<file path="src/design/apc_pkg.sv">
// ----------------------------------------------------------------------------
// apc_pkg
// Shared types and constants of the heading-angle PID controller: fixed-point
// constants, configuration register indexes, operation codes and FSM states.
// ----------------------------------------------------------------------------
package apc_pkg;

    localparam int FRAC_BITS = 16;
    localparam int CFG_IDX_W = 3;

    // Angle constants in Q16.16, held at the width of the raw error difference.
    localparam logic signed [32:0] DEG180     = 33'sd11796480;
    localparam logic signed [32:0] DEG360     = 33'sd23592960;
    localparam logic signed [32:0] NEG_DEG180 = -33'sd11796480;

    // Magnitude bound of the derivative term.
    localparam logic [63:0] D_TERM_BOUND = 64'h2000_0000_0000_0000;

    localparam logic [CFG_IDX_W-1:0] CFG_SETPOINT       = 3'd0;
    localparam logic [CFG_IDX_W-1:0] CFG_GAIN_P         = 3'd1;
    localparam logic [CFG_IDX_W-1:0] CFG_GAIN_I         = 3'd2;
    localparam logic [CFG_IDX_W-1:0] CFG_GAIN_D         = 3'd3;
    localparam logic [CFG_IDX_W-1:0] CFG_DRIVE_LIMIT    = 3'd4;
    localparam logic [CFG_IDX_W-1:0] CFG_INTEGRAL_LIMIT = 3'd5;

    localparam logic OP_UPDATE = 1'b0;
    localparam logic OP_CLEAR  = 1'b1;

    typedef enum logic [3:0] {
        ST_IDLE,
        ST_ERR,
        ST_MUL_P,
        ST_MUL_E,
        ST_INTEG,
        ST_DNUM_A,
        ST_DNUM_B,
        ST_ITERM,
        ST_DIV,
        ST_SAT
    } apc_state_t;

    typedef enum logic [1:0] {
        DV_IDLE,
        DV_RUN,
        DV_FIX
    } apc_div_state_t;

endpackage

</file>
<file path="src/design/apc_divider.sv">
// ----------------------------------------------------------------------------
// apc_divider
// Sequential signed 64-bit by unsigned 16-bit divider, two quotient bits per
// cycle, truncating toward zero, with the quotient magnitude clamped to the
// derivative term bound.
// ----------------------------------------------------------------------------
module apc_divider
    import apc_pkg::*;
(
    input  logic               clk,
    input  logic               rst_n,
    input  logic               start,
    input  logic signed [63:0] numer,
    input  logic        [15:0] denom,
    output logic               done,
    output logic signed [63:0] quotient
);

    apc_div_state_t state_reg, state_next;

    logic [63:0] quo_reg, quo_next;
    logic [15:0] rem_reg, rem_next;
    logic [15:0] den_reg, den_next;
    logic        neg_reg, neg_next;
    logic [4:0]  cnt_reg, cnt_next;
    logic        done_reg, done_next;

    logic [16:0] t1, t2;
    logic        ge1, ge2;
    logic [15:0] r1, r2;
    logic [63:0] qmag;

    always_ff @(posedge clk or negedge rst_n)
    begin
        if (!rst_n)
        begin
            state_reg <= DV_IDLE;
            done_reg  <= 1'b0;
            cnt_reg   <= '0;
        end
        else
        begin
            state_reg <= state_next;
            done_reg  <= done_next;
            cnt_reg   <= cnt_next;
        end
    end

    always_ff @(posedge clk)
    begin
        quo_reg <= quo_next;
        rem_reg <= rem_next;
        den_reg <= den_next;
        neg_reg <= neg_next;
    end

    // Next state.
    always_comb
    begin
        state_next = state_reg;
        case (state_reg)
            DV_IDLE:
            begin
                if (start)
                begin
                    state_next = DV_RUN;
                end
            end
            DV_RUN:
            begin
                if (cnt_reg == 5'd31)
                begin
                    state_next = DV_FIX;
                end
            end
            DV_FIX:  state_next = DV_IDLE;
            default: state_next = DV_IDLE;
        endcase
    end

    // Two restoring steps per cycle on a 16-bit remainder.
    always_comb
    begin
        t1  = {rem_reg, quo_reg[63]};
        ge1 = (t1 >= {1'b0, den_reg});
        r1  = ge1 ? 16'(t1 - {1'b0, den_reg}) : t1[15:0];
        t2  = {r1, quo_reg[62]};
        ge2 = (t2 >= {1'b0, den_reg});
        r2  = ge2 ? 16'(t2 - {1'b0, den_reg}) : t2[15:0];
        qmag = (quo_reg > D_TERM_BOUND) ? D_TERM_BOUND : quo_reg;
    end

    // Datapath and outputs.
    always_comb
    begin
        quo_next  = quo_reg;
        rem_next  = rem_reg;
        den_next  = den_reg;
        neg_next  = neg_reg;
        cnt_next  = cnt_reg;
        done_next = 1'b0;
        case (state_reg)
            DV_IDLE:
            begin
                if (start)
                begin
                    neg_next = numer[63];
                    quo_next = numer[63] ? 64'(-numer) : 64'(numer);
                    rem_next = '0;
                    den_next = denom;
                    cnt_next = '0;
                end
            end
            DV_RUN:
            begin
                quo_next = {quo_reg[61:0], ge1, ge2};
                rem_next = r2;
                cnt_next = 5'(cnt_reg + 5'd1);
            end
            DV_FIX:
            begin
                quo_next  = neg_reg ? 64'(-qmag) : qmag;
                done_next = 1'b1;
            end
            default:
            begin
                quo_next = quo_reg;
            end
        endcase
    end

    assign done     = done_reg;
    assign quotient = $signed(quo_reg);

endmodule

</file>
<file path="src/design/angle_pid_controller_core.sv">
// ----------------------------------------------------------------------------
// angle_pid_controller_core
// PID regulator for a heading angle in signed Q16.16, with a wrapped error,
// a clamped integral, a derivative divided by the sample interval and a
// saturated output.
//
//   channel | handshake            | payload                         | dir
//   --------+----------------------+---------------------------------+-----
//   in      | in_valid, in_ready   | op, measured_angle, interval    | in
//   out     | out_valid, out_ready | drive, clamped                  | out
//   cfg     | cfg_valid, cfg_ready | cfg_index, cfg_data             | in
//
// An update beat runs through the idle step that takes it, seven sequencing
// steps (five of them on the shared 32x32 multiplier), the divider (two
// quotient bits per cycle) and the saturation step. A zero interval skips
// the divider. A clear beat runs through the idle, error and saturation
// steps. Reset clears the configuration registers, the integral and the
// previous error. A new beat is taken once the previous one has been handed
// to the output register; a stalled output holds only the final step.
// ----------------------------------------------------------------------------
module angle_pid_controller_core
    import apc_pkg::*;
(
    input  logic                 clk,
    input  logic                 rst_n,
    input  logic                 in_valid,
    output logic                 in_ready,
    input  logic                 op,
    input  logic signed [31:0]   measured_angle,
    input  logic        [15:0]   interval,
    output logic                 out_valid,
    input  logic                 out_ready,
    output logic signed [31:0]   drive,
    output logic                 clamped,
    input  logic                 cfg_valid,
    output logic                 cfg_ready,
    input  logic [CFG_IDX_W-1:0] cfg_index,
    input  logic [31:0]          cfg_data
);

    apc_state_t state_reg, state_next;

    logic signed [31:0] setpoint_reg, gain_p_reg, gain_i_reg, gain_d_reg;
    logic        [30:0] drive_limit_reg, integral_limit_reg;

    logic               op_reg, op_next;
    logic signed [31:0] meas_reg, meas_next;
    logic        [15:0] dt_reg, dt_next;
    logic signed [31:0] err_reg, err_next;
    logic signed [63:0] prod_reg, prod_next;
    logic signed [63:0] acc_reg, acc_next;
    logic signed [63:0] num_reg, num_next;
    logic signed [31:0] esum_reg, esum_next;
    logic signed [31:0] prev_err_reg, prev_err_next;
    logic signed [31:0] drive_reg, drive_next;
    logic               clamped_reg, clamped_next;
    logic               out_valid_reg, out_valid_next;

    logic signed [31:0] mul_a, mul_b;
    logic               div_start;
    logic               div_done;
    logic signed [63:0] div_quo;

    logic signed [32:0] diff, wrapped;
    logic signed [31:0] err_sat;
    logic signed [31:0] inc;
    logic signed [32:0] isum, ilim, ilim_neg;
    logic signed [31:0] esum_clamped;
    logic signed [63:0] dlim, dlim_neg;
    logic signed [31:0] lim32;
    logic               out_free;

    assign cfg_ready = 1'b1;
    assign out_free  = !out_valid_reg || out_ready;

    apc_divider u_div (
        .clk      (clk),
        .rst_n    (rst_n),
        .start    (div_start),
        .numer    (num_reg),
        .denom    (dt_reg),
        .done     (div_done),
        .quotient (div_quo)
    );

    always_ff @(posedge clk or negedge rst_n)
    begin
        if (!rst_n)
        begin
            state_reg          <= ST_IDLE;
            setpoint_reg       <= '0;
            gain_p_reg         <= '0;
            gain_i_reg         <= '0;
            gain_d_reg         <= '0;
            drive_limit_reg    <= '0;
            integral_limit_reg <= '0;
            esum_reg           <= '0;
            prev_err_reg       <= '0;
            out_valid_reg      <= 1'b0;
        end
        else
        begin
            state_reg     <= state_next;
            esum_reg      <= esum_next;
            prev_err_reg  <= prev_err_next;
            out_valid_reg <= out_valid_next;
            if (cfg_valid)
            begin
                case (cfg_index)
                    CFG_SETPOINT:       setpoint_reg       <= $signed(cfg_data);
                    CFG_GAIN_P:         gain_p_reg         <= $signed(cfg_data);
                    CFG_GAIN_I:         gain_i_reg         <= $signed(cfg_data);
                    CFG_GAIN_D:         gain_d_reg         <= $signed(cfg_data);
                    CFG_DRIVE_LIMIT:    drive_limit_reg    <= cfg_data[30:0];
                    CFG_INTEGRAL_LIMIT: integral_limit_reg <= cfg_data[30:0];
                    default:            setpoint_reg       <= setpoint_reg;
                endcase
            end
        end
    end

    always_ff @(posedge clk)
    begin
        op_reg      <= op_next;
        meas_reg    <= meas_next;
        dt_reg      <= dt_next;
        err_reg     <= err_next;
        prod_reg    <= prod_next;
        acc_reg     <= acc_next;
        num_reg     <= num_next;
        drive_reg   <= drive_next;
        clamped_reg <= clamped_next;
    end

    // Next state.
    always_comb
    begin
        state_next = state_reg;
        case (state_reg)
            ST_IDLE:
            begin
                if (in_valid)
                begin
                    state_next = ST_ERR;
                end
            end
            ST_ERR:    state_next = (op_reg == OP_CLEAR) ? ST_SAT : ST_MUL_P;
            ST_MUL_P:  state_next = ST_MUL_E;
            ST_MUL_E:  state_next = ST_INTEG;
            ST_INTEG:  state_next = ST_DNUM_A;
            ST_DNUM_A: state_next = ST_DNUM_B;
            ST_DNUM_B: state_next = ST_ITERM;
            ST_ITERM:  state_next = (dt_reg != '0) ? ST_DIV : ST_SAT;
            ST_DIV:
            begin
                if (div_done)
                begin
                    state_next = ST_SAT;
                end
            end
            ST_SAT:
            begin
                if (out_free)
                begin
                    state_next = ST_IDLE;
                end
            end
            default:   state_next = ST_IDLE;
        endcase
    end

    // Sequencer outputs: handshake, multiplier operands, divider start.
    always_comb
    begin
        in_ready  = 1'b0;
        div_start = 1'b0;
        mul_a     = '0;
        mul_b     = '0;
        case (state_reg)
            ST_IDLE:  in_ready = 1'b1;
            ST_MUL_P:
            begin
                mul_a = gain_p_reg;
                mul_b = err_reg;
            end
            ST_MUL_E:
            begin
                mul_a = err_reg;
                mul_b = $signed({16'b0, dt_reg});
            end
            ST_INTEG:
            begin
                mul_a = gain_d_reg;
                mul_b = err_reg;
            end
            ST_DNUM_A:
            begin
                mul_a = gain_d_reg;
                mul_b = prev_err_reg;
            end
            ST_DNUM_B:
            begin
                mul_a = gain_i_reg;
                mul_b = esum_reg;
            end
            ST_ITERM: div_start = (dt_reg != '0);
            default:  in_ready = 1'b0;
        endcase
    end

    // Error wrap and saturation, integral clamp, output limit.
    always_comb
    begin
        diff = {setpoint_reg[31], setpoint_reg} - {meas_reg[31], meas_reg};
        if (diff > DEG180)
        begin
            wrapped = diff - DEG360;
        end
        else if (diff < NEG_DEG180)
        begin
            wrapped = diff + DEG360;
        end
        else
        begin
            wrapped = diff;
        end
        if (wrapped[32] != wrapped[31])
        begin
            err_sat = wrapped[32] ? 32'sh8000_0000 : 32'sh7FFF_FFFF;
        end
        else
        begin
            err_sat = wrapped[31:0];
        end

        // The error times the interval fits 48 bits, so its floor shift fits 32.
        inc      = prod_reg[47:16];
        isum     = {esum_reg[31], esum_reg} + {inc[31], inc};
        ilim     = $signed({2'b0, integral_limit_reg});
        ilim_neg = -ilim;
        if (isum > ilim)
        begin
            esum_clamped = ilim[31:0];
        end
        else if (isum < ilim_neg)
        begin
            esum_clamped = ilim_neg[31:0];
        end
        else
        begin
            esum_clamped = isum[31:0];
        end

        dlim     = $signed({33'b0, drive_limit_reg});
        dlim_neg = -dlim;
        lim32    = $signed({1'b0, drive_limit_reg});
    end

    // Datapath.
    always_comb
    begin
        op_next        = op_reg;
        meas_next      = meas_reg;
        dt_next        = dt_reg;
        err_next       = err_reg;
        acc_next       = acc_reg;
        num_next       = num_reg;
        esum_next      = esum_reg;
        prev_err_next  = prev_err_reg;
        drive_next     = drive_reg;
        clamped_next   = clamped_reg;
        out_valid_next = out_valid_reg;
        prod_next      = mul_a * mul_b;

        if (out_valid_reg && out_ready)
        begin
            out_valid_next = 1'b0;
        end

        case (state_reg)
            ST_IDLE:
            begin
                if (in_valid)
                begin
                    op_next   = op;
                    meas_next = measured_angle;
                    dt_next   = interval;
                end
            end
            ST_ERR:
            begin
                if (op_reg == OP_CLEAR)
                begin
                    esum_next     = '0;
                    prev_err_next = '0;
                    acc_next      = '0;
                end
                else
                begin
                    err_next = err_sat;
                end
            end
            ST_MUL_E:  acc_next = {{16{prod_reg[63]}}, prod_reg[63:16]};
            ST_INTEG:  esum_next = esum_clamped;
            ST_DNUM_A: num_next = prod_reg;
            ST_DNUM_B:
            begin
                num_next      = num_reg - prod_reg;
                prev_err_next = err_reg;
            end
            ST_ITERM:  acc_next = acc_reg + {{16{prod_reg[63]}}, prod_reg[63:16]};
            ST_DIV:
            begin
                if (div_done)
                begin
                    acc_next = acc_reg + div_quo;
                end
            end
            ST_SAT:
            begin
                if (out_free)
                begin
                    out_valid_next = 1'b1;
                    if (acc_reg > dlim)
                    begin
                        drive_next   = lim32;
                        clamped_next = 1'b1;
                    end
                    else if (acc_reg < dlim_neg)
                    begin
                        drive_next   = -lim32;
                        clamped_next = 1'b1;
                    end
                    else
                    begin
                        drive_next   = acc_reg[31:0];
                        clamped_next = 1'b0;
                    end
                end
            end
            default:   acc_next = acc_reg;
        endcase
    end

    assign out_valid = out_valid_reg;
    assign drive     = drive_reg;
    assign clamped   = clamped_reg;

    // The divider only finishes while the sequencer waits on it.
    a_div_done_in_wait: assert property (@(posedge clk) disable iff (!rst_n)
        div_done |-> state_reg == ST_DIV)
        else $error("divider finished outside the wait step");

    // A clamped result sits exactly at one of the two output limits.
    a_clamp_at_limit: assert property (@(posedge clk) disable iff (!rst_n)
        (out_valid_reg && clamped_reg) |-> (drive_reg == lim32 || drive_reg == -lim32))
        else $error("clamped result not at the output limit");

    // A clear beat reaches the output step with a zero sum.
    a_clear_zero: assert property (@(posedge clk) disable iff (!rst_n)
        (state_reg == ST_SAT && op_reg == OP_CLEAR) |-> acc_reg == '0)
        else $error("clear beat with nonzero sum");

    // The previous error takes the current error once the derivative is formed.
    a_prev_update: assert property (@(posedge clk) disable iff (!rst_n)
        (state_reg == ST_DNUM_B) |=> prev_err_reg == $past(err_reg))
        else $error("previous error not updated");

endmodule
</file>
<file path="config.mk">
export PLATFORM = sky130hd
export DESIGN_NAME = angle_pid_controller_core
export DESIGN_NICKNAME = d
export VERILOG_FILES = /design/src/design/apc_pkg.sv /design/src/design/apc_divider.sv /design/src/design/angle_pid_controller_core.sv
export SDC_FILE = /design/constraint.sdc
export NUM_CORES = 2
export LEC_CHECK = 0
export BUFFER_PORTS_ARGS = -buffer_cell sky130_fd_sc_hd__buf_2
export CORE_ASPECT_RATIO = 1.5
export CORE_MARGIN = 2
export CORE_UTILIZATION = 50
export DETAILED_ROUTE_END_ITERATION = 16
export GPL_TIMING_DRIVEN = 0
export PLACE_DENSITY = 0.71
export REMOVE_ABC_BUFFERS = 1
export SLEW_MARGIN = 20
export SYNTH_ARGS = -nofsm -noshare
export SYNTH_HDL_FRONTEND = slang
export SYNTH_SLANG_ARGS = --single-unit
</file>
<file path="constraint.sdc">
create_clock -name clk -period 20 [get_ports clk]
set_input_delay 1 -clock clk [delete_from_list [all_inputs] [get_ports clk]]
set_output_delay 1 -clock clk [all_outputs]
set_load 0.1 [all_outputs]
</file>
======== Word-level counts from Yosys, hierarchy flattened ========
Index checks and enable logic that the tools add are counted.
cells by class
  $add $sub $neg .......................... 15
  multipliers ............................. 1
  divide/modulo/power cells ............... 0
  magnitude comparators ................... 9
  equal/unequal tests ..................... 24
  shift-type cells ........................ 0
  multiplexer cells ....................... 44
  bitwise gates (word level) .............. 1
  reduce and logical (&&, ||, !) cells .... 32
operators by type and width
  cell                                                                     count
  64-bit 2-to-1 mux                                                        6
  32-bit one-hot mux with 4 select lines                                   2
  64-bit one-hot mux with 4 select lines                                   1
  32-bit 2-to-1 mux                                                        6
  64-bit one-hot mux with 3 select lines                                   1
  64-bit adder                                                             2
  64-bit negation                                                          2
  32-bit one-hot mux with 2 select lines                                   2
  64-bit one-hot mux with 2 select lines                                   1
  33-bit 2-to-1 mux                                                        2
  64-bit by 32-bit > comparator with 1-bit output                          1
  64-bit by 62-bit > comparator with 1-bit output (second input constant)  1
  64-bit < comparator                                                      1
  32-bit by 32-bit multiplier with 64-bit output                           1
  31-bit negation with 64-bit output                                       1
  64-bit subtractor                                                        1
  16-bit 2-to-1 mux                                                        3
  4-bit one-hot mux with 10 select lines                                   1
  17-bit by 16-bit >= comparator with 1-bit output                         2
  32-bit by 32-bit adder with 33-bit output                                1
  33-bit by 26-bit adder with 33-bit output (second input constant)        1
  33-bit by 25-bit > comparator with 1-bit output (second input constant)  1
  33-bit by 32-bit > comparator with 1-bit output                          1
  33-bit by 25-bit < comparator with 1-bit output (second input constant)  1
  other kinds (42)                                                         84
storage, ports and cells
  bits in registers ....................... 670
  bits in latches ......................... 0
  memory bits (writable) .................. 0
  ROM bits ................................ 0
  input port bits ......................... 89
  output and inout bits ................... 36
  logic and storage cells ................. 153
  memories kept ........................... 0

======== Logic depth before layout (Yosys ltp) ========
  depth in word-level cells ............... 6
  mapped depth ............................ 40
  mapped depth without buffers ............ 36

======== By module ========
Synthesis repeated with hierarchy kept, for this count alone.
unflattened totals
  cells, all modules ...................... 9,672
  area, all modules ....................... 87,607.8 sq um
by module, submodules not included
  module                     times used  cells an instance  area an instance (sq um)  seq. area each (sq um)
  angle_pid_controller_core  1           8,546              77,937.2                  15,029.4
  apc_divider                1           1,126              9,670.5                   3,113.0

======== Worst setup path after synthesis ========
OpenSTA, ideal clock, no wires.
  path type ............................... reg2reg
  start ................................... register state_reg[0]
  end ..................................... register prod_reg[63]
  library setup time ...................... 0.072 ns
  arrival time ............................ 10.045 ns
  slack ................................... 9.883 ns
  cell stages (with the launch flop) ...... 40
  path buffers ............................ 5
  cells stage by stage .................... dfrtp_1 > clkbuf_1 > nand2_1 > nor3_1 > clkbuf_1 > buf_1 > a22oi_1 > nand2_1 > clkbuf_1 > buf_1 > nand2_1 > inv_1 > fa_1 > inv_1 > fa_1 > inv_1 > fa_1 > fa_1 > [4 not listed] > inv_1 > fa_1 > inv_1 > fa_1 > ha_1 > o21a_1 > o21ai_0 > a32oi_1 > a21o_1 > a21o_1 > a21oi_1 > nor2_1 > a2111oi_0 > o21ai_0 > a31oi_1 > o21ai_0 > a21oi_1 > xnor2_1
between the ends
  word-level cells in the longest chain between the ends .. 4
RTL lines
  element                                                                                                      RTL line                          text
  from (decl)                                                                                                  angle_pid_controller_core.sv:41   apc_state_t state_reg, state_next;
  from (signal assigned)                                                                                       angle_pid_controller_core.sv:103  state_reg <= state_next;
  4-bit by 3-bit == test with 1-bit output / 4-bit by 2-bit == test with 1-bit output (equally long branches)  angle_pid_controller_core.sv:179  case (state_reg)
  2-bit OR reduction (no line)                                                                                 -
  32-bit one-hot mux with 4 select lines                                                                       angle_pid_controller_core.sv:179
  32-bit by 32-bit multiplier with 64-bit output (*)                                                           angle_pid_controller_core.sv:273  prod_next = mul_a * mul_b;
  via prod_next[63]                                                                                            angle_pid_controller_core.sv:50   logic signed [63:0] prod_reg, prod_next;
  to (signal assigned)                                                                                         angle_pid_controller_core.sv:128  prod_reg <= prod_next;
  to (decl)                                                                                                    angle_pid_controller_core.sv:50
Mark *: on every way through the listed nets, which the timed path passes. The rest lies on a longest branch.
A chain may end at the register's enable or synchronous reset.

======== Worst setup path in the final report ========
  start ................................... register state_reg[3]
  end ..................................... register prod_reg[61]
Same word-level chain as after synthesis.

==> results.yml <==
grt:
  gr-total-overflow: 0
  grt_use_total: 0.355
  grt_pass1_vias: 76600
  grt_pass1_wl_um: 467000
  antenna_found_initial: 15
  grt_max_degree: 96
sta:
  worst_slew_pin_slew_ns: 1.32
  rsz0062_at_grt: "no"
  max_slew_margin: 0.116
  timing.final.crit_period_ns: 13.92
  hold_viol: 0
  holdWs_ns: 0.0344
  fin_setup_tns_ns: 0
  setup_viol: 0
  max_freq_ghz: 0.0719
  min_period_over_period: 0.696
  skew_ns: 0.0675
  drv_slew: 0
worst_setup_path:
  path_delay_family: "adder cells"
  start_kind: "flip-flop"
  cp-end-kind: "flip-flop"
  crit_path_frequent_cell: "fa_1"
  r2r_cells: 35
  r2r_start: "state_reg[3]$_DFFE_PN0P_"
  max_stage_delay_ns: 0.99
  crit_path_top_delay_cell: "nand4_1"
  worstSetupPathType: "reg -> reg"
  worstReg2RegEnd: "prod_reg[61]$_DFF_P_"
  crit_required_ns: 20.55
  worst-path-buf-inv: 7
  crit_fanout: 32
  reg2reg_slack_ns: 6.08
  cp.arrival_ns: 14.47
hold_path:
  hold_class: "in -> async"
cts:
  root_buffer: "clkbuf_16"
  clkSlewWorstSetupHoldPaths_ns: 0.07
  clockBufferDepth: 3
  clk-insertion-delay-late_ns: 0.74
  cts_setup_buffers: 0
  post_cts_resized: 0
  numCtsBuffers: 77
  cts.sinks: 670
  htree_levels: 3
  postCtsHoldBufs: 0
  cts_tree: "yes"
logic_synthesis:
  synthTopCellsByArea: "fa_1 25%, edfxtp_1 12%, ha_1 9.2%, dfrtp_1 7.7%, inv_1 5.6%"
  synth_edf_count: 339
  syn_avg_cell_area_um2: 9.05
  async_reset_ff_frac: 0.399
  synth_top_area_frac: 0.251
  yosysTopAreaCell: "fa_1"
  ys_ff_latch: 670
  synthCells: 9612
  yosys_warnings: 0
  synth.distinct_cells: 115
  synth.most_common_cell: "inv_1"
  syn_area_um2: 87000
  ys_top_cells_by_count: "1287 x inv_1, 1089 x fa_1, 1079 x nand2_1"
  ys.flop_type: "edfxtp_1"
  yosysSeqAreaShare: 0.209
floorplan:
  die_x_um: 345
  core.rowCount: 187
  coreArea_um2: 173000
  dieArea_um2: 177000
  die_h_um: 515
  initial_core_util: 0.503
  ioPinCount: 125
routing:
  vias_per_cell: 6.29
  first_pass_iters: 7
  via_count: 74400
  ant_nets: 0
  routed_wl_um: 315000
  drc: 0
  drtIter0Drc: 6286
  avgRoutedWirePerCell_um: 26.6
cells_and_area:
  final_util: 0.542
  areaGrowthSynthToFinish_pct: 7.68
  nets: 11300
  drive_above_1_share: 0.0792
  fill_cells: 15400
  final_cells: 11800
outcome:
  status: "finished, final reports clean"
placed_design:
  dp_hpwl_um: 249000
  io_buffers: 123
  post-place-cells: 11700
  routabilityCongestion: 0.999
run:
  maxCapViolCount: 0
## layout make-up
type                    count  area (um^2)  share of cell area
multi-input cells        7202        62600               0.668
flip-flops and latches    670        18100               0.194
inverters                1294         4860              0.0518
well taps                2268         2840              0.0303
repair buffers            247         2600              0.0277
clock buffers              97         2120              0.0226
clock inverters            47          508             0.00542
diodes                      6         15.0            0.000160
## metrics by stage
stage | area [um^2] | worst slack [ns]
after floorplan | 85100 | 5.60
after global placement | 88600 | -3.92
after detailed placement | 91000 | 6.37
after CTS | 93600 | 6.31
after global routing | 93700 | 5.55
final | 93700 | 6.08
## worst max path at each step
stage	cells past startpoint	slack (ns)	endpoint	start
after floorplan	30	5.60	prod_reg[63]$_DFF_P_	state_reg[0]$_DFFE_PN0P_
after global placement	30	-3.92	prod_reg[62]$_DFF_P_	state_reg[0]$_DFFE_PN0P_
after detailed placement	35	6.37	prod_reg[63]$_DFF_P_	state_reg[3]$_DFFE_PN0P_
after CTS	35	6.31	prod_reg[63]$_DFF_P_	state_reg[3]$_DFFE_PN0P_
after global routing	35	5.55	prod_reg[63]$_DFF_P_	state_reg[3]$_DFFE_PN0P_
final	35	6.08	prod_reg[61]$_DFF_P_	state_reg[3]$_DFFE_PN0P_
## placed cells by master, fill, tap and decap left out, drive strengths merged, types with 68 or more instances in the layout
cell,Yosys,layout
inv,1287,1296
fa,1089,1089
nand2,1082,1082
nor2,807,807
ha,641,641
o21ai,490,490
a21oi,486,486
edfxtp,339,339
xnor2,309,309
dfrtp,267,267
buf,74,247
a21o,236,236
mux2,172,172
xor2,161,161
a22oi,134,134
nand3,124,124
nor3,113,113
nand4,106,106
clkbuf,372,97
nand2b,88,88
nor2b,85,85
and2,82,82
o31ai,68,68
## layer usage
layer | routed length, um | vias up | part of all wire | global-route usage
met5 | 27 | - | 0.000086 | 0
met4 | 32900 | 4 | 0.10 | 0.298
met3 | 26900 | 1418 | 0.085 | 0.0729
met2 | 151000 | 3966 | 0.48 | 0.599
met1 | 104000 | 36900 | 0.33 | 0.379
li1 | - | 32100 | - | -
## logic make-up after synthesis
family,count (synthesis),share of synthesized area
XOR/XNOR,470,0.0474
flip-flops,670,0.209
other,1,0.0000431
buffers and inverters,1740,0.0771
multiplexers,228,0.0287
AO/OA/AOI/OAI,1973,0.148
adder cells (fa/ha/maj),1733,0.343
AND/OR/NAND/NOR,2797,0.147
Power is left out: the tool's default activity adds up to more than one toggle a clock period on the data nets, which glitch-free logic cannot reach.
